===== src/hw/rtl/buffer_slot_lease_allocator_unit_assert.svh =====
// ----------------------------------------------------------------------------
// buffer slot lease allocator assertion macros
// shared property wrappers, clocked on clk and disabled during reset
// ----------------------------------------------------------------------------
`ifndef BUFFER_SLOT_LEASE_ALLOCATOR_UNIT_ASSERT_SVH
`define BUFFER_SLOT_LEASE_ALLOCATOR_UNIT_ASSERT_SVH

// same-cycle implication
`define BSLA_ASSERT_NOW(label, ante, cons, msg) \
  label: assert property (@(posedge clk) disable iff (!rst_n) (ante) |-> (cons)) \
    else $error(msg);

// next-cycle implication
`define BSLA_ASSERT_NEXT(label, ante, cons, msg) \
  label: assert property (@(posedge clk) disable iff (!rst_n) (ante) |=> (cons)) \
    else $error(msg);

`endif


===== src/hw/rtl/bsla_pkg.sv =====
// ----------------------------------------------------------------------------
// bsla_pkg
// types and constants shared by the buffer slot lease allocator
// ----------------------------------------------------------------------------
package bsla_pkg;

  localparam int SLOT_COUNT = 16;
  localparam int SLOT_W     = 4;
  localparam int CNT_W      = 5;
  localparam int BYTES_W    = 40;
  localparam int QID_W      = 8;
  localparam int CFG_IDX_W  = 2;

  // status codes
  localparam logic [2:0] ST_REUSED   = 3'd0;
  localparam logic [2:0] ST_SIZED    = 3'd1;
  localparam logic [2:0] ST_ZERO     = 3'd2;
  localparam logic [2:0] ST_QLIMIT   = 3'd3;
  localparam logic [2:0] ST_NOSLOT   = 3'd4;
  localparam logic [2:0] ST_RELEASED = 3'd5;
  localparam logic [2:0] ST_IDLE     = 3'd6;

  // configuration register indexes
  localparam logic [CFG_IDX_W-1:0] CFG_MAX_SLOTS   = 2'd0;
  localparam logic [CFG_IDX_W-1:0] CFG_QUEUE_LIMIT = 2'd1;
  localparam logic [CFG_IDX_W-1:0] CFG_MIN_ALLOC   = 2'd2;

  localparam logic [CNT_W-1:0]   MAX_SLOTS_RST = 5'd4;
  localparam logic [CNT_W-1:0]   QLIMIT_RST    = 5'd0;
  localparam logic [BYTES_W-1:0] MIN_ALLOC_RST = 40'd67108864;

  typedef enum logic {
    MODE_ACQUIRE = 1'b0,
    MODE_RELEASE = 1'b1
  } mode_t;

  typedef struct packed {
    logic               mode;
    logic [BYTES_W-1:0] required_bytes;
    logic [QID_W-1:0]   queue_id;
    logic [SLOT_W-1:0]  release_slot;
  } in_item_t;

  typedef struct packed {
    logic [2:0]         status;
    logic [SLOT_W-1:0]  granted_slot;
    logic [BYTES_W-1:0] slot_capacity;
  } out_item_t;

  // request packet travelling down the cell chain
  typedef struct packed {
    logic               valid;
    logic               mode;
    logic [BYTES_W-1:0] bytes;
    logic [QID_W-1:0]   qid;
    logic [SLOT_W-1:0]  rel;
    logic [CNT_W-1:0]   n;
    logic [CNT_W-1:0]   cnt;
    logic               fit;
    logic [SLOT_W-1:0]  fit_idx;
    logic [BYTES_W-1:0] fit_size;
    logic               free;
    logic [SLOT_W-1:0]  free_idx;
    logic               rel_busy;
    logic [BYTES_W-1:0] rel_size;
  } scan_t;

  // slot update broadcast to all cells
  typedef struct packed {
    logic               en;
    logic [SLOT_W-1:0]  idx;
    logic               busy;
    logic [QID_W-1:0]   qid;
    logic               set_size;
    logic [BYTES_W-1:0] size;
  } wr_t;

endpackage


===== src/hw/rtl/bsla_cell.sv =====
// ----------------------------------------------------------------------------
// bsla_cell
// one buffer slot: holds busy mark, capacity and owner queue, and folds its
// contribution into the request packet passing through
// ----------------------------------------------------------------------------
module bsla_cell (
  input  logic                        clk,
  input  logic                        rst_n,
  input  logic [bsla_pkg::SLOT_W-1:0] cell_idx,
  input  bsla_pkg::scan_t             scan_in,
  input  bsla_pkg::wr_t               wr,
  output bsla_pkg::scan_t             scan_out
);
  import bsla_pkg::*;

  logic               busy_r;
  logic [BYTES_W-1:0] size_r;
  logic [QID_W-1:0]   queue_r;
  scan_t              scan_r;
  scan_t              scan_nxt;
  logic               live;
  logic               idle_slot;

  // slot exists and is free
  assign live      = {1'b0, cell_idx} < scan_in.n;
  assign idle_slot = live && !busy_r;

  // fold this slot into the packet
  always_comb begin
    scan_nxt = scan_in;
    if (live && busy_r && queue_r == scan_in.qid) begin
      scan_nxt.cnt = scan_in.cnt + 1'b1;
    end
    if (!scan_in.fit && idle_slot && size_r >= scan_in.bytes) begin
      scan_nxt.fit      = 1'b1;
      scan_nxt.fit_idx  = cell_idx;
      scan_nxt.fit_size = size_r;
    end
    if (!scan_in.free && idle_slot) begin
      scan_nxt.free     = 1'b1;
      scan_nxt.free_idx = cell_idx;
    end
    if (cell_idx == scan_in.rel) begin
      scan_nxt.rel_busy = busy_r;
      scan_nxt.rel_size = size_r;
    end
  end

  // slot state
  always_ff @(posedge clk) begin
    if (!rst_n) begin
      busy_r  <= 1'b0;
      size_r  <= '0;
      queue_r <= '0;
    end else if (wr.en && wr.idx == cell_idx) begin
      busy_r  <= wr.busy;
      queue_r <= wr.qid;
      if (wr.set_size) begin
        size_r <= wr.size;
      end
    end
  end

  // hand packet to the next cell
  always_ff @(posedge clk) begin
    if (!rst_n) begin
      scan_r.valid <= 1'b0;
    end else begin
      scan_r <= scan_nxt;
    end
  end

  assign scan_out = scan_r;

endmodule


===== config.mk =====
export PLATFORM = sky130hd
export DESIGN_NAME = bsla_cell
export DESIGN_NICKNAME = d
export VERILOG_FILES = /design/src/hw/rtl/buffer_slot_lease_allocator_unit_assert.svh /design/src/hw/rtl/bsla_pkg.sv /design/src/hw/rtl/bsla_cell.sv
export SDC_FILE = /design/constraint.sdc
export NUM_CORES = 1
export LEC_CHECK = 0
export ABC_AREA = 1
export BUFFER_PORTS_ARGS = -buffer_cell sky130_fd_sc_hd__buf_2
export CORE_ASPECT_RATIO = 1.75
export CORE_MARGIN = 10
export CORE_UTILIZATION = 52
export DETAILED_ROUTE_END_ITERATION = 16
export PLACE_DENSITY_LB_ADDON = 0.2
export SYNTH_ARGS = -nofsm -noshare
export SYNTH_HDL_FRONTEND = slang
export SYNTH_SLANG_ARGS = --single-unit

===== constraint.sdc =====
create_clock -name clk -period 4 [get_ports clk]
set_input_delay 0.8 -clock clk [delete_from_list [all_inputs] [get_ports clk]]
set_output_delay 0.8 -clock clk [all_outputs]
set_load 0.1 [all_outputs]

* Word-level counts from Yosys, hierarchy flattened *
Index checks and enable logic that the tools add are counted.

cells by class
  $add $sub $neg = 1
  multipliers = 0
  divide/modulo/power cells = 0
  order comparisons = 2
  eq/ne operators = 3
  shift-type cells = 0
  mux-type cells = 4
  bitwise logic cells = 0
  reduce and logical (&&, ||, !) cells = 11

operator list
  cell                                          number
  two-way mux 44 bit                            1
  two-way mux 41 bit                            1
  greater-or-equal comparator 40 bit            1
  == test 4 bit                                 2
  == test 8 bit                                 1
  logical AND 1 bit                             7
  adder 5 x 1 -> 5 bit (second input constant)  1
  less-than comparator 4 x 5 -> 1 bit           1
  two-way mux 5 bit                             1
  two-way mux 4 bit                             1
  logical NOT 1 bit                             3
  AND reduction 2 bit                           1

storage, ports and cells
  bits in registers = 204
  bits in latches = 0
  bits in writable memories = 0
  memory bits (read-only) = 0
  input bits = 216
  output and inout port bits = 155
  word-level logic and storage cells = 38
  memories kept = 0

* Logic depth before layout (Yosys ltp) *
  depth after elaboration = 5
  gate-level depth with buffers = 16
  depth with buffers taken out = 15

* Worst setup path before layout *
OpenSTA, ideal clock, no wires.

  path type = input to register
  start = input scan_in[136] (netlist bit)
  end = register scan_r (netlist bit scan_out[50]), data pin
  setup time = 253 ps
  arrival time = 2157 ps
  required time = 3747 ps
  slack = 1591 ps
  cell stages on the path = 13
  path buffers = 1
  cells stage by stage = inv_1 -> ha_1 -> nand2_1 -> nor2_1 -> nand2_1 -> nor2_1 -> and2_1 -> nand2_1 -> nand3_2 -> nand2_2 -> buf_2 -> nand2_1 -> nand2_1

RTL lines
  item                    line             RTL
  start: declaration      bsla_cell.sv:10  input bsla_pkg::scan_t scan_in,
  end signal: assignment  bsla_cell.sv:69  scan_r <= scan_nxt;
  end: declaration        bsla_cell.sv:19  scan_t scan_r;

==> out/results.tsv <==
metric	value	unit
grt.total_usage	23.9	%
nets	1512	
path_clk_slew	60	ps
regArea	5630	sq um
synth_compound_area_share	9.00	%
slew_violations	0	
fmax	407	MHz
multi_input_area	2810	sq um
holdWs	483	ps
critPathKind	in -> reg	
drtIter0Drc	487	
ys_ff_latch	204	
fin_ws	1540	ps
io_buffers	370	
startpoint_type	input pin	
routed-via-count	7544	
htreeDepth	1	
synth-xor-area-share	1.46	%
post-route-period-util	61.5	%
die_w	119	microns
min_path_type	reg -> reg	
root_buffer	clkbuf_16	
grt_pass1_wl	43700	microns
synthMuxAreaShare	0	%
fin_cells	1501	
post-place-cells	1457	
initial_core_util	53.0	%
cts_tree	built	
synthAdderAreaFrac	6.12	%
hold_buffers	0	
yosysSeqAreaShare	62.6	%
synth_top_cells_by_area	edfxtp_1, dfxtp_1, nand2_1, ha_1, inv_1	
grt_antenna_before_repair	10	
fillers	1343	
synth_top_area_cell	edfxtp_1	
drc	0	
syn_inst	883	
grt_max_degree	88	
wl	28700	microns
cts_buffers	20	
syn-num-nets	1143	
cts_resized	0	
cp.buffers_inverters	3	
clock-sinks	204	
peakVddDrop	340	uV
cp_cell_sequence	buf_2 -> inv_1 -> ha_1 -> nand2_1 -> nor2_1 -> nand2_1 -> nor2_1 -> and2_1 -> nand2_1 -> nand3_2 -> nand2_2 -> buf_4 -> nand2_1 -> nand2_1	
avgSynthCellArea	10.2	sq um
critPathMaxFanout	33	
io_pins	371	
cts_buffer_depth	3	
cpMostUsedCell	nand2_1	
finalSetupViolCount	0	
grt_pass1_vias	7834	
dieArea	23200	sq um
gr-total-overflow	0	
ant_nets	0	
final_util	69.0	%
routabilityCongestion	0.928	
syn_area	8990	sq um
synth-simple-area-share	14.5	%
finClkSkew	18.7	ps
clk_latency	500	ps
avgRoutedWirePerCell	19.1	microns
yosys_warnings	0	
tns	0	ps
rows	63	
p_per_area	473	nW/um^2
timing.final.hold_violations	0	
synth_top_family_by_area	simple AND/OR/NAND/NOR gates	
end_kind	flip-flop	
synth.top_cell.area_share	51.4	%
first_pass_iters	6	
area.growth.synth_to_final	30.1	%
die_height	194	microns
coreArea	16900	sq um
place_ws	980	ps
drv_cap	0	
post-route-min-period	2460	ps
crit_family	simple AND/OR/NAND/NOR gates	
routed_via_density	5.03	
tightest_slew	817	ps
hpwl	22200	microns
maxSlewHeadroom	45.5	%
layout-drive-gt1-share	32.8	%
p_leak	5.59	nW
required	4240	ps
rsz0062_at_grt	no	
status	finished, final reports clean	
cts_setup_buffers	0	
slowest_delay	320	ps
cp.arrival	2700	ps
ys_types	28	
critPathSlowestCell	buf_4	
path summary, 6_finish.rpt:
kind	from	endpoint	slack (ps)	depth (start not counted)
worst max register to register	size_r[15]$_SDFFE_PN0P_	scan_out[85]$_DFFE_PP_	1660	12
worst max-delay path	scan_in[128]	scan_out[85]$_DFFE_PP_	1540	14
worst min-delay path	queue_r[1]$_SDFFE_PN0P_	queue_r[1]$_SDFFE_PN0P_	480	2
worst min register to register	queue_r[1]$_SDFFE_PN0P_	queue_r[1]$_SDFFE_PN0P_	480	2
kinds of logic after synthesis:
kind of cell    Yosys count
simple gates            315
flops                   204
compound gates          159
buf+inv                 146
fa+ha+maj                44
xor+xnor                 15
layout by cell type, fill, tap and decap left out, types with 2 or more instances in the layout:
master	Yosys	routed
clkinv_1	1	2
o21ai_1	21	21
ha_1	44	44
buf_2	13	369
clkbuf_1	15	7
buf_4	0	10
nand4_1	4	4
a21o_1	2	2
clkbuf_16	0	21
nor2_1	25	25
a21oi_1	63	63
or2_2	2	2
xnor2_1	12	12
diode_2	0	8
nand2_1	221	221
edfxtp_1	154	154
nand3_1	57	57
xor2_1	3	3
dfxtp_1	50	50
inv_1	112	112
o21ai_0	70	70
clkinv_2	0	5
metal layers:
layer,up-vias,part of all wire [%],track usage (%)
met4,2,3.6,8.94
met1,3460,35,24.6
met3,66,9.0,7.32
met5,-,0.063,0
li1,3722,-,-
met2,294,52,43.9
cells in the mapped netlist:
cell type / number
a21oi_1: 63
or2_2: 2
nor2_2: 1
nand2_2: 1
nand4_1: 4
ha_1: 44
and2_1: 1
o2111ai_1: 1
clkbuf_2: 4
edfxtp_1: 154
nand3_1: 57
a21o_1: 2
nand3_2: 2
o22ai_1: 1
buf_2: 13
o21ai_0: 70
xor2_1: 3
clkbuf_1: 15
clkinv_1: 1
nand2_1: 221
nor2_1: 25
inv_1: 112
buf_1: 1
a22o_1: 1
xnor2_1: 12
dfxtp_1: 50
o21ai_1: 21
nor3b_4: 1
flip-flops by register name (all words and copies together), names as in the netlist:
register,cells
busy_r,1
size_r,40
scan_out,155
queue_r,8
layout make-up:
type,count,area share (%)
tap,227,2.43
clock inverter,7,0.342
multi-input combinational,533,24.0
timing repair buffer,380,16.5
clock buffer,29,4.83
sequential,204,48.1
antenna,8,0.171
inverter,113,3.63
per-stage QoR:
stage / instance area, sq um / total power (W)
final: 11700 / 0.00553
after global routing: 11700 / 0.00571
after CTS: 11700 / 0.00558
after detailed placement: 11100 / 0.00381
after global placement: 11100 / 0.00379
after floorplan: 8990 / 0.00348
worst reg2reg max path, stage by stage (launching register included):
cell,delay [ps]
dfxtp_1,330
ha_1,300
nand2_1,70
nor2_1,150
nand2_1,100
nor2_1,190
and2_1,150
nand2_1,60
nand3_2,80
nand2_2,170
buf_4,320
nand2_1,110
nand2_1,60
report_power, final:
group	total, W	switching (W)	leakage, nW	internal, W
clock	0.00177	0.000784	0.301	0.000989
combinational	0.00131	0.00108	3.37	0.000224
sequential	0.00245	0.0000372	1.91	0.00242
(Power assumes the default switching activity.)
