`config.mk`:
```
export PLATFORM = sky130hd
export DESIGN_NAME = bsla_ctrl
export DESIGN_NICKNAME = d
export VERILOG_FILES = /design/src/hw/rtl/bsla_pkg.sv /design/src/hw/rtl/bsla_ctrl.sv
export VERILOG_INCLUDE_DIRS = /design/src /design/src/hw/rtl
export SDC_FILE = /design/constraint.sdc
export NUM_CORES = 1
export LEC_CHECK = 0
export ABC_CLOCK_PERIOD_IN_PS = 11200
export BUFFER_PORTS_ARGS = -buffer_cell sky130_fd_sc_hd__buf_2
export CORE_AREA = 2 2 199 201
export DETAILED_ROUTE_END_ITERATION = 16
export DIE_AREA = 0 0 201 203
export GPL_ROUTABILITY_DRIVEN = 0
export PLACE_DENSITY = 0.63
export SKIP_CTS_REPAIR_TIMING = 1
export SLEW_MARGIN = 25
export SYNTH_ARGS = -nofsm -noshare
export SYNTH_HDL_FRONTEND = slang
export SYNTH_SLANG_ARGS = --single-unit
```
`constraint.sdc`:
```
create_clock -name clk -period 11.2 [get_ports clk]
set_input_delay 1.12 -clock clk [delete_from_list [all_inputs] [get_ports clk]]
set_output_delay 1.12 -clock clk [all_outputs]
set_load 0.02 [all_outputs]
```
`src/hw/rtl/buffer_slot_lease_allocator_unit_assert.svh`:
```
// ----------------------------------------------------------------------------
// buffer slot lease allocator assertion macros
// shared property wrappers, clocked on clk and disabled during reset
// ----------------------------------------------------------------------------
`ifndef BUFFER_SLOT_LEASE_ALLOCATOR_UNIT_ASSERT_SVH
`define BUFFER_SLOT_LEASE_ALLOCATOR_UNIT_ASSERT_SVH

// same-cycle implication
`define BSLA_ASSERT_NOW(label, ante, cons, msg) \
  label: assert property (@(posedge clk) disable iff (!rst_n) (ante) |-> (cons)) \
    else $error(msg);

// next-cycle implication
`define BSLA_ASSERT_NEXT(label, ante, cons, msg) \
  label: assert property (@(posedge clk) disable iff (!rst_n) (ante) |=> (cons)) \
    else $error(msg);

`endif

```
`src/hw/rtl/bsla_pkg.sv`:
```
// ----------------------------------------------------------------------------
// bsla_pkg
// types and constants shared by the buffer slot lease allocator
// ----------------------------------------------------------------------------
package bsla_pkg;

  localparam int SLOT_COUNT = 16;
  localparam int SLOT_W     = 4;
  localparam int CNT_W      = 5;
  localparam int BYTES_W    = 40;
  localparam int QID_W      = 8;
  localparam int CFG_IDX_W  = 2;

  // status codes
  localparam logic [2:0] ST_REUSED   = 3'd0;
  localparam logic [2:0] ST_SIZED    = 3'd1;
  localparam logic [2:0] ST_ZERO     = 3'd2;
  localparam logic [2:0] ST_QLIMIT   = 3'd3;
  localparam logic [2:0] ST_NOSLOT   = 3'd4;
  localparam logic [2:0] ST_RELEASED = 3'd5;
  localparam logic [2:0] ST_IDLE     = 3'd6;

  // configuration register indexes
  localparam logic [CFG_IDX_W-1:0] CFG_MAX_SLOTS   = 2'd0;
  localparam logic [CFG_IDX_W-1:0] CFG_QUEUE_LIMIT = 2'd1;
  localparam logic [CFG_IDX_W-1:0] CFG_MIN_ALLOC   = 2'd2;

  localparam logic [CNT_W-1:0]   MAX_SLOTS_RST = 5'd4;
  localparam logic [CNT_W-1:0]   QLIMIT_RST    = 5'd0;
  localparam logic [BYTES_W-1:0] MIN_ALLOC_RST = 40'd67108864;

  typedef enum logic {
    MODE_ACQUIRE = 1'b0,
    MODE_RELEASE = 1'b1
  } mode_t;

  typedef struct packed {
    logic               mode;
    logic [BYTES_W-1:0] required_bytes;
    logic [QID_W-1:0]   queue_id;
    logic [SLOT_W-1:0]  release_slot;
  } in_item_t;

  typedef struct packed {
    logic [2:0]         status;
    logic [SLOT_W-1:0]  granted_slot;
    logic [BYTES_W-1:0] slot_capacity;
  } out_item_t;

  // request packet travelling down the cell chain
  typedef struct packed {
    logic               valid;
    logic               mode;
    logic [BYTES_W-1:0] bytes;
    logic [QID_W-1:0]   qid;
    logic [SLOT_W-1:0]  rel;
    logic [CNT_W-1:0]   n;
    logic [CNT_W-1:0]   cnt;
    logic               fit;
    logic [SLOT_W-1:0]  fit_idx;
    logic [BYTES_W-1:0] fit_size;
    logic               free;
    logic [SLOT_W-1:0]  free_idx;
    logic               rel_busy;
    logic [BYTES_W-1:0] rel_size;
  } scan_t;

  // slot update broadcast to all cells
  typedef struct packed {
    logic               en;
    logic [SLOT_W-1:0]  idx;
    logic               busy;
    logic [QID_W-1:0]   qid;
    logic               set_size;
    logic [BYTES_W-1:0] size;
  } wr_t;

endpackage

```
`src/hw/rtl/bsla_ctrl.sv`:
```
// ----------------------------------------------------------------------------
// bsla_ctrl
// request sequencer: configuration, launch of the scan packet, final
// decision, slot update and result register
// ----------------------------------------------------------------------------
module bsla_ctrl (
  input  logic                           clk,
  input  logic                           rst_n,
  input  logic                           in_valid,
  output logic                           in_stall,
  input  bsla_pkg::in_item_t             in_data,
  output logic                           out_valid,
  input  logic                           out_stall,
  output bsla_pkg::out_item_t            out_data,
  input  logic                           cfg_valid,
  output logic                           cfg_ready,
  input  logic [bsla_pkg::CFG_IDX_W-1:0] cfg_index,
  input  logic [bsla_pkg::BYTES_W-1:0]   cfg_data,
  output bsla_pkg::scan_t                head,
  input  bsla_pkg::scan_t                tail,
  output bsla_pkg::wr_t                  wr
);
  import bsla_pkg::*;

  `include "buffer_slot_lease_allocator_unit_assert.svh"

  typedef enum logic [1:0] {
    S_IDLE,
    S_SCAN,
    S_DONE
  } state_t;

  state_t             state_r;
  logic [CNT_W-1:0]   max_slots_r;
  logic [CNT_W-1:0]   qlimit_r;
  logic [BYTES_W-1:0] min_alloc_r;
  logic [CNT_W-1:0]   created_r;
  logic [CNT_W-1:0]   created_nxt;
  scan_t              head_r;
  scan_t              head_nxt;
  scan_t              tail_r;
  logic               out_valid_r;
  out_item_t          out_data_r;
  out_item_t          res;
  wr_t                wr_nxt;
  logic [CNT_W-1:0]   cap;
  logic [BYTES_W-1:0] new_size;
  logic               accept;
  logic               out_free;
  logic               finish;

  assign in_stall  = (state_r != S_IDLE);
  assign accept    = in_valid && !in_stall;
  assign cfg_ready = 1'b1;
  assign out_free  = !out_valid_r || !out_stall;
  assign finish    = (state_r == S_DONE) && out_free;

  // effective slot limit, clamped to 1..SLOT_COUNT
  always_comb begin
    if (max_slots_r == '0) begin
      cap = CNT_W'(1);
    end else if (max_slots_r > CNT_W'(SLOT_COUNT)) begin
      cap = CNT_W'(SLOT_COUNT);
    end else begin
      cap = max_slots_r;
    end
  end

  assign new_size = (tail_r.bytes > min_alloc_r) ? tail_r.bytes : min_alloc_r;

  // packet launched into the first cell on acceptance
  always_comb begin
    head_nxt       = '0;
    head_nxt.valid = accept;
    head_nxt.mode  = in_data.mode;
    head_nxt.bytes = in_data.required_bytes;
    head_nxt.qid   = in_data.queue_id;
    head_nxt.rel   = in_data.release_slot;
    head_nxt.n     = created_r;
  end

  // final decision from the packet that left the last cell
  always_comb begin
    res         = '0;
    wr_nxt      = '0;
    created_nxt = created_r;
    wr_nxt.qid  = tail_r.qid;
    if (tail_r.mode == MODE_RELEASE) begin
      res.granted_slot  = tail_r.rel;
      res.slot_capacity = tail_r.rel_size;
      if (tail_r.rel_busy) begin
        res.status  = ST_RELEASED;
        wr_nxt.en   = 1'b1;
        wr_nxt.idx  = tail_r.rel;
        wr_nxt.busy = 1'b0;
        wr_nxt.qid  = '0;
      end else begin
        res.status = ST_IDLE;
      end
    end else if (tail_r.bytes == '0) begin
      res.status = ST_ZERO;
    end else if (qlimit_r != '0 && tail_r.qid != '0 && tail_r.cnt >= qlimit_r) begin
      res.status = ST_QLIMIT;
    end else if (tail_r.fit) begin
      res.status        = ST_REUSED;
      res.granted_slot  = tail_r.fit_idx;
      res.slot_capacity = tail_r.fit_size;
      wr_nxt.en         = 1'b1;
      wr_nxt.idx        = tail_r.fit_idx;
      wr_nxt.busy       = 1'b1;
    end else if (tail_r.free || tail_r.n < cap) begin
      res.status        = ST_SIZED;
      res.slot_capacity = new_size;
      wr_nxt.en         = 1'b1;
      wr_nxt.busy       = 1'b1;
      wr_nxt.set_size   = 1'b1;
      wr_nxt.size       = new_size;
      if (tail_r.free) begin
        res.granted_slot = tail_r.free_idx;
        wr_nxt.idx       = tail_r.free_idx;
      end else begin
        res.granted_slot = tail_r.n[SLOT_W-1:0];
        wr_nxt.idx       = tail_r.n[SLOT_W-1:0];
        created_nxt      = tail_r.n + 1'b1;
      end
    end else begin
      res.status = ST_NOSLOT;
    end
    wr_nxt.en = wr_nxt.en && finish;
  end

  assign wr = wr_nxt;

  // configuration registers
  always_ff @(posedge clk) begin
    if (!rst_n) begin
      max_slots_r <= MAX_SLOTS_RST;
      qlimit_r    <= QLIMIT_RST;
      min_alloc_r <= MIN_ALLOC_RST;
    end else if (cfg_valid && cfg_ready) begin
      case (cfg_index)
        CFG_MAX_SLOTS:   max_slots_r <= cfg_data[CNT_W-1:0];
        CFG_QUEUE_LIMIT: qlimit_r    <= cfg_data[CNT_W-1:0];
        CFG_MIN_ALLOC:   min_alloc_r <= cfg_data;
        default: ;
      endcase
    end
  end

  // sequencer, packet launch and result register
  always_ff @(posedge clk) begin
    if (!rst_n) begin
      state_r     <= S_IDLE;
      created_r   <= '0;
      head_r      <= '0;
      out_valid_r <= 1'b0;
    end else begin
      head_r      <= head_nxt;
      out_valid_r <= finish || (out_valid_r && out_stall);
      case (state_r)
        S_IDLE: begin
          if (accept) begin
            state_r <= S_SCAN;
          end
        end
        S_SCAN: begin
          if (tail.valid) begin
            tail_r  <= tail;
            state_r <= S_DONE;
          end
        end
        S_DONE: begin
          if (out_free) begin
            out_data_r <= res;
            created_r  <= created_nxt;
            state_r    <= S_IDLE;
          end
        end
        default: state_r <= S_IDLE;
      endcase
    end
  end

  assign head      = head_r;
  assign out_valid = out_valid_r;
  assign out_data  = out_data_r;

  // checks
  `BSLA_ASSERT_NOW(a_tail_in_scan, tail.valid, state_r == S_SCAN, "packet left chain outside scan")
  `BSLA_ASSERT_NOW(a_created_bound, 1'b1, created_r <= CNT_W'(SLOT_COUNT), "slot count overflow")
  `BSLA_ASSERT_NEXT(a_created_step, 1'b1, created_r == $past(created_r) || created_r == $past(created_r) + 1'b1, "slot count jumped")
  `BSLA_ASSERT_NEXT(a_sized_min, finish && res.status == ST_SIZED, out_data_r.slot_capacity >= min_alloc_r, "sized slot below minimum")

endmodule

```
======== Yosys cells after proc, flatten, opt, wreduce, memory -nomap -nowiden ========
Index checks and enable logic that the tools add are counted.
storage, ports and cells
  register bits after elaboration ......... 414
  bits in latches ......................... 0
  bits in writable memories ............... 0
  ROM bits ................................ 0
  word-level logic and storage cells ...... 108
  memories kept ........................... 0
operators by class
  add/sub/neg operators ................... 1
  multipliers ............................. 0
  div/mod/pow operators ................... 0
  order comparisons ....................... 4
  equal/unequal tests ..................... 7
  shift-type cells ........................ 0
  multiplexer cells ....................... 29
  bitwise logic cells ..................... 5
  reductions and logical operators ........ 26
operators with widths
  operator                                                       count
  41-bit 2-to-1 mux                                              5
  44-bit 2-to-1 mux                                              3
  47-bit 2-to-1 mux                                              2
  40-bit greater-than comparator                                 1
  40-bit logical NOT                                             1
  40-bit 2-to-1 mux                                              1
  6-bit 2-to-1 mux                                               5
  14-bit 2-to-1 mux                                              1
  5-bit 2-to-1 mux                                               2
  3-bit 2-to-1 mux                                               3
  3-bit AND reduction                                            3
  2-bit 2-to-1 mux                                               4
  8-bit 2-to-1 mux                                               1
  8-bit AND reduction                                            1
  8-bit nonzero test                                             1
  1-bit logical AND                                              6
  2-bit != test, second input constant                           3
  2-bit case mux with 3 select lines                             1
  2-bit AND reduction                                            3
  5-bit by 1-bit adder with 5-bit output, second input constant  1
  5-bit greater-or-equal comparator                              1
  5-bit greater-than comparator, second input constant           1
  5-bit logical NOT                                              1
  5-bit less-than comparator                                     1
  other kinds (9)                                                20

======== Logic depth before layout (Yosys ltp) ========
  depth in word-level cells ............... 11
  gate-level depth with buffers ........... 10
  mapped depth without buffers ............ 9

======== Least setup slack after synthesis ========
No wires, ideal clock.
  path kind ............................... input port to flip-flop
  from .................................... in rst_n
  to ...................................... reg tail_r[0] (netlist name), enable pin
  arrival time ............................ 7.868 ns
  data required time ...................... 10.531 ns
  setup slack ............................. 2.663 ns
  stages on the path ...................... 3
  path buffers ............................ 1
  cell sequence ........................... clkbuf_1 nand2b_1 nor2_1
on the way
  cells in the longest elaborated chain, start to end .. 1
ends and longest elaborated chain
  what                           RTL line          RTL
  start, declared                bsla_ctrl.sv:8    input logic rst_n,
  3-bit AND reduction (no line)  --
  end signal, assigned           bsla_ctrl.sv:168  tail_r <= tail;
  end, declared                  bsla_ctrl.sv:41   scan_t tail_r;
Every way passes these cells.
A chain may end at the register's enable or synchronous reset.

==> flow_metrics.tcl <==
set metrics [dict create \
    p_comb_frac 0.090 \
    wl_per_cell_um 21.1 \
    first_iter_violations 456 \
    finalPower_mw 2.82 \
    final_common_cell "buf_2" \
    status "completed" \
    dr_wl_met3_um 3290 \
    wl_met2_um 23600 \
    ys_warn_count 0 \
    wl_um 45900 \
    insertion_delay_ns 0.56 \
    wl_met1_um 17000 \
    nNetsFinal 1925 \
    skew_ns 0.0154 \
    synth_top_area_share 0.419 \
    route.vias.total 10800 \
    p_clk_frac 0.450 \
    htreeDepth 2 \
    hpwl_um 33000 \
    cts_root_buf "clkbuf_16" \
    multi_input_area_mm2 0.00504 \
    p_seq_frac 0.460 \
    powerDensity_mw_per_mm2 157 \
    leakage_nw 7.34 \
    vdd_drop_max_mv 0.144 \
    global_route.overflow_total 0 \
    cp.arrival_ns 4.26 \
    ios 515 \
    sw_frac_of_total 0.239 \
    regArea_mm2 0.00838 \
    io_buffers 417 \
    synth_edf_count 201 \
    highest_layer "met5" \
    rsz0062_at_grt "no" \
    die_w_um 201 \
    floorplan.initialDensity 0.374 \
    dp.cells 2100 \
    postSynth.asyncResetShare 0 \
    fin_crit_ns 5.38 \
    layout-drive-gt1-share 0.333 \
    required_ns 10.08 \
    drt-pass1-iter-count 5 \
    grt_max_degree 155 \
    fin_crit_sh 0.480 \
    rows 72 \
    synth_ff_type "edfxtp_1" \
    cts_made_buffers 36 \
    cts_sinks 318 \
    synth_top_cells_by_area "edfxtp_1 42%, dfxtp_1 16%, buf_4 5.1%, ha_1 4.3%, a211oi_1 4.2%" \
    ys_ff_latch 318 \
    internal_power_mw 2.14 \
    synth_largest_area_cell "edfxtp_1" \
    postLayoutCoreUtil 0.467 \
    tns_ns 0 \
    relSlewSlack 0.345 \
    crit_path_start_kind "flop" \
    clk_pin_slew_ns 0.06 \
    final_antenna_net_count 0 \
    route.detailed.drc 0 \
    synth_cells 1221 \
    ys_seq_area_frac 0.582 \
    synthDistinctLibCells 57 \
    drv_slew 0 \
    final_cell_mix "416 x buf_2, 201 x edfxtp_1, 117 x nand2_1, 117 x dfxtp_1, 97 x conb_1" \
    finalHoldViolations 0 \
    cts_tree "built" \
    core_area_mm2 0.0385 \
    viasPerCell 4.97 \
    switchingPower_mw 0.673 \
    num-fill-cells 3651 \
    end_kind "output pin" \
    area_delta_synth_final_pct 24.9 \
    setup_viol 0 \
    fmax_mhz 186 \
    grt_pass1_vias 11200 \
    syn_area_mm2 0.0144 \
    synth.avg_cell_area_um2 11.8 \
    die-area_mm2 0.0408 \
    path_max_fanout 43 \
    tightest_slew_ns 0.973 \
    grtUsageTotal 0.221 \
    grt_antenna_before_repair 10 \
    grt_pass1_wl_um 67700 \
    crit_type "reg2out" \
    cap_violations 0 \
    fin_cells 2174 \
    die_h_um 203 \
    hold_path.class "reg2reg" \
    cts.path.max_buffers 3 \
]
metrics by stage:
stage,area [um^2],hold slack [ns],setup slack (ns)
floorplan,14700,0.404,2.66
global placement,16600,0.425,6.27
detailed placement,16700,0.416,6.31
CTS,18000,0.437,5.68
global route,18000,0.465,5.55
finish,18000,0.439,5.82
synthesized netlist by cell type, types with 9 or more instances:
cell type  number
a211oi_1       81
a21boi_0       40
a21oi_1        27
a22oi_1        40
and2_1         65
buf_2          16
buf_4          97
clkbuf_1       49
dfxtp_1       117
edfxtp_1      201
ha_1           50
inv_1          96
mux2i_1        12
nand2_1       118
nand3_1        55
nand4_1        11
nor2_1          9
nor2b_1        11
nor4_1         14
o221ai_2       40
flip-flops by register name, summed over array words and instances (netlist names):
register	flops
tail_r	154
head	59
out_data	47
min_alloc_r	40
created_r	5
max_slots_r	5
qlimit_r	5
state_r	2
out_valid	1
cells by family (layout without fill, tap and decap cells):
family          count (synthesis)  in the layout  synth area share
compound gates                263            263             0.154
xor+xnor                        3              3           0.00183
fa+ha+maj                      50             50            0.0435
buf+inv                       264            596            0.0977
flops                         318            318             0.582
mux                            17             17            0.0123
other cells                     2            105          0.000522
simple gates                  304            304             0.108
layout make-up:
type,instances,share of cell area
Sequential cell,318,0.466
Clock buffer,59,0.0637
Tap cell,518,0.0360
Antenna cell,8,0.00111
Inverter,97,0.0203
Timing Repair Buffer,433,0.125
Multi-Input combinational cell,734,0.280
Clock inverter,7,0.00779
power groups by stage:
stage	logic (mW)	registers [mW]	clock network [mW]
final	0.254	1.30	1.27
after global routing	0.277	1.30	1.34
after CTS	0.257	1.30	1.30
after detailed placement	0.256	1.32	0
after global placement	0.251	1.32	0
after floorplan	0.159	1.34	0
final timing paths:
kind	startpoint	end	slack, ns	depth (start not counted)
worst max-delay path	min_alloc_r[39]	wr[1]	5.82	11
worst min-delay path	created_r[2]	head[98]	0.44	2
worst max register to register	min_alloc_r[39]	out_data[22]	6.97	10
worst min register to register	created_r[2]	head[98]	0.44	2
worst max-delay path, stage by stage (launching register included):
cell,delay (ns)
dfxtp_1,0.37
inv_1,0.13
ha_1,0.36
nand4_2,0.19
nor4_2,0.62
nand2_1,0.20
nor4_4,0.32
buf_4,0.50
a21o_1,0.14
buf_4,0.40
a211oi_1,0.20
buf_2,0.22
per-layer routing:
layer,GRT usage,vias up
met4,0.104,4
li1,-,5042
met5,0,-
met2,0.401,494
met1,0.243,5165
met3,0.0562,105
No activity file was read; power rests on OpenSTA's default activity.
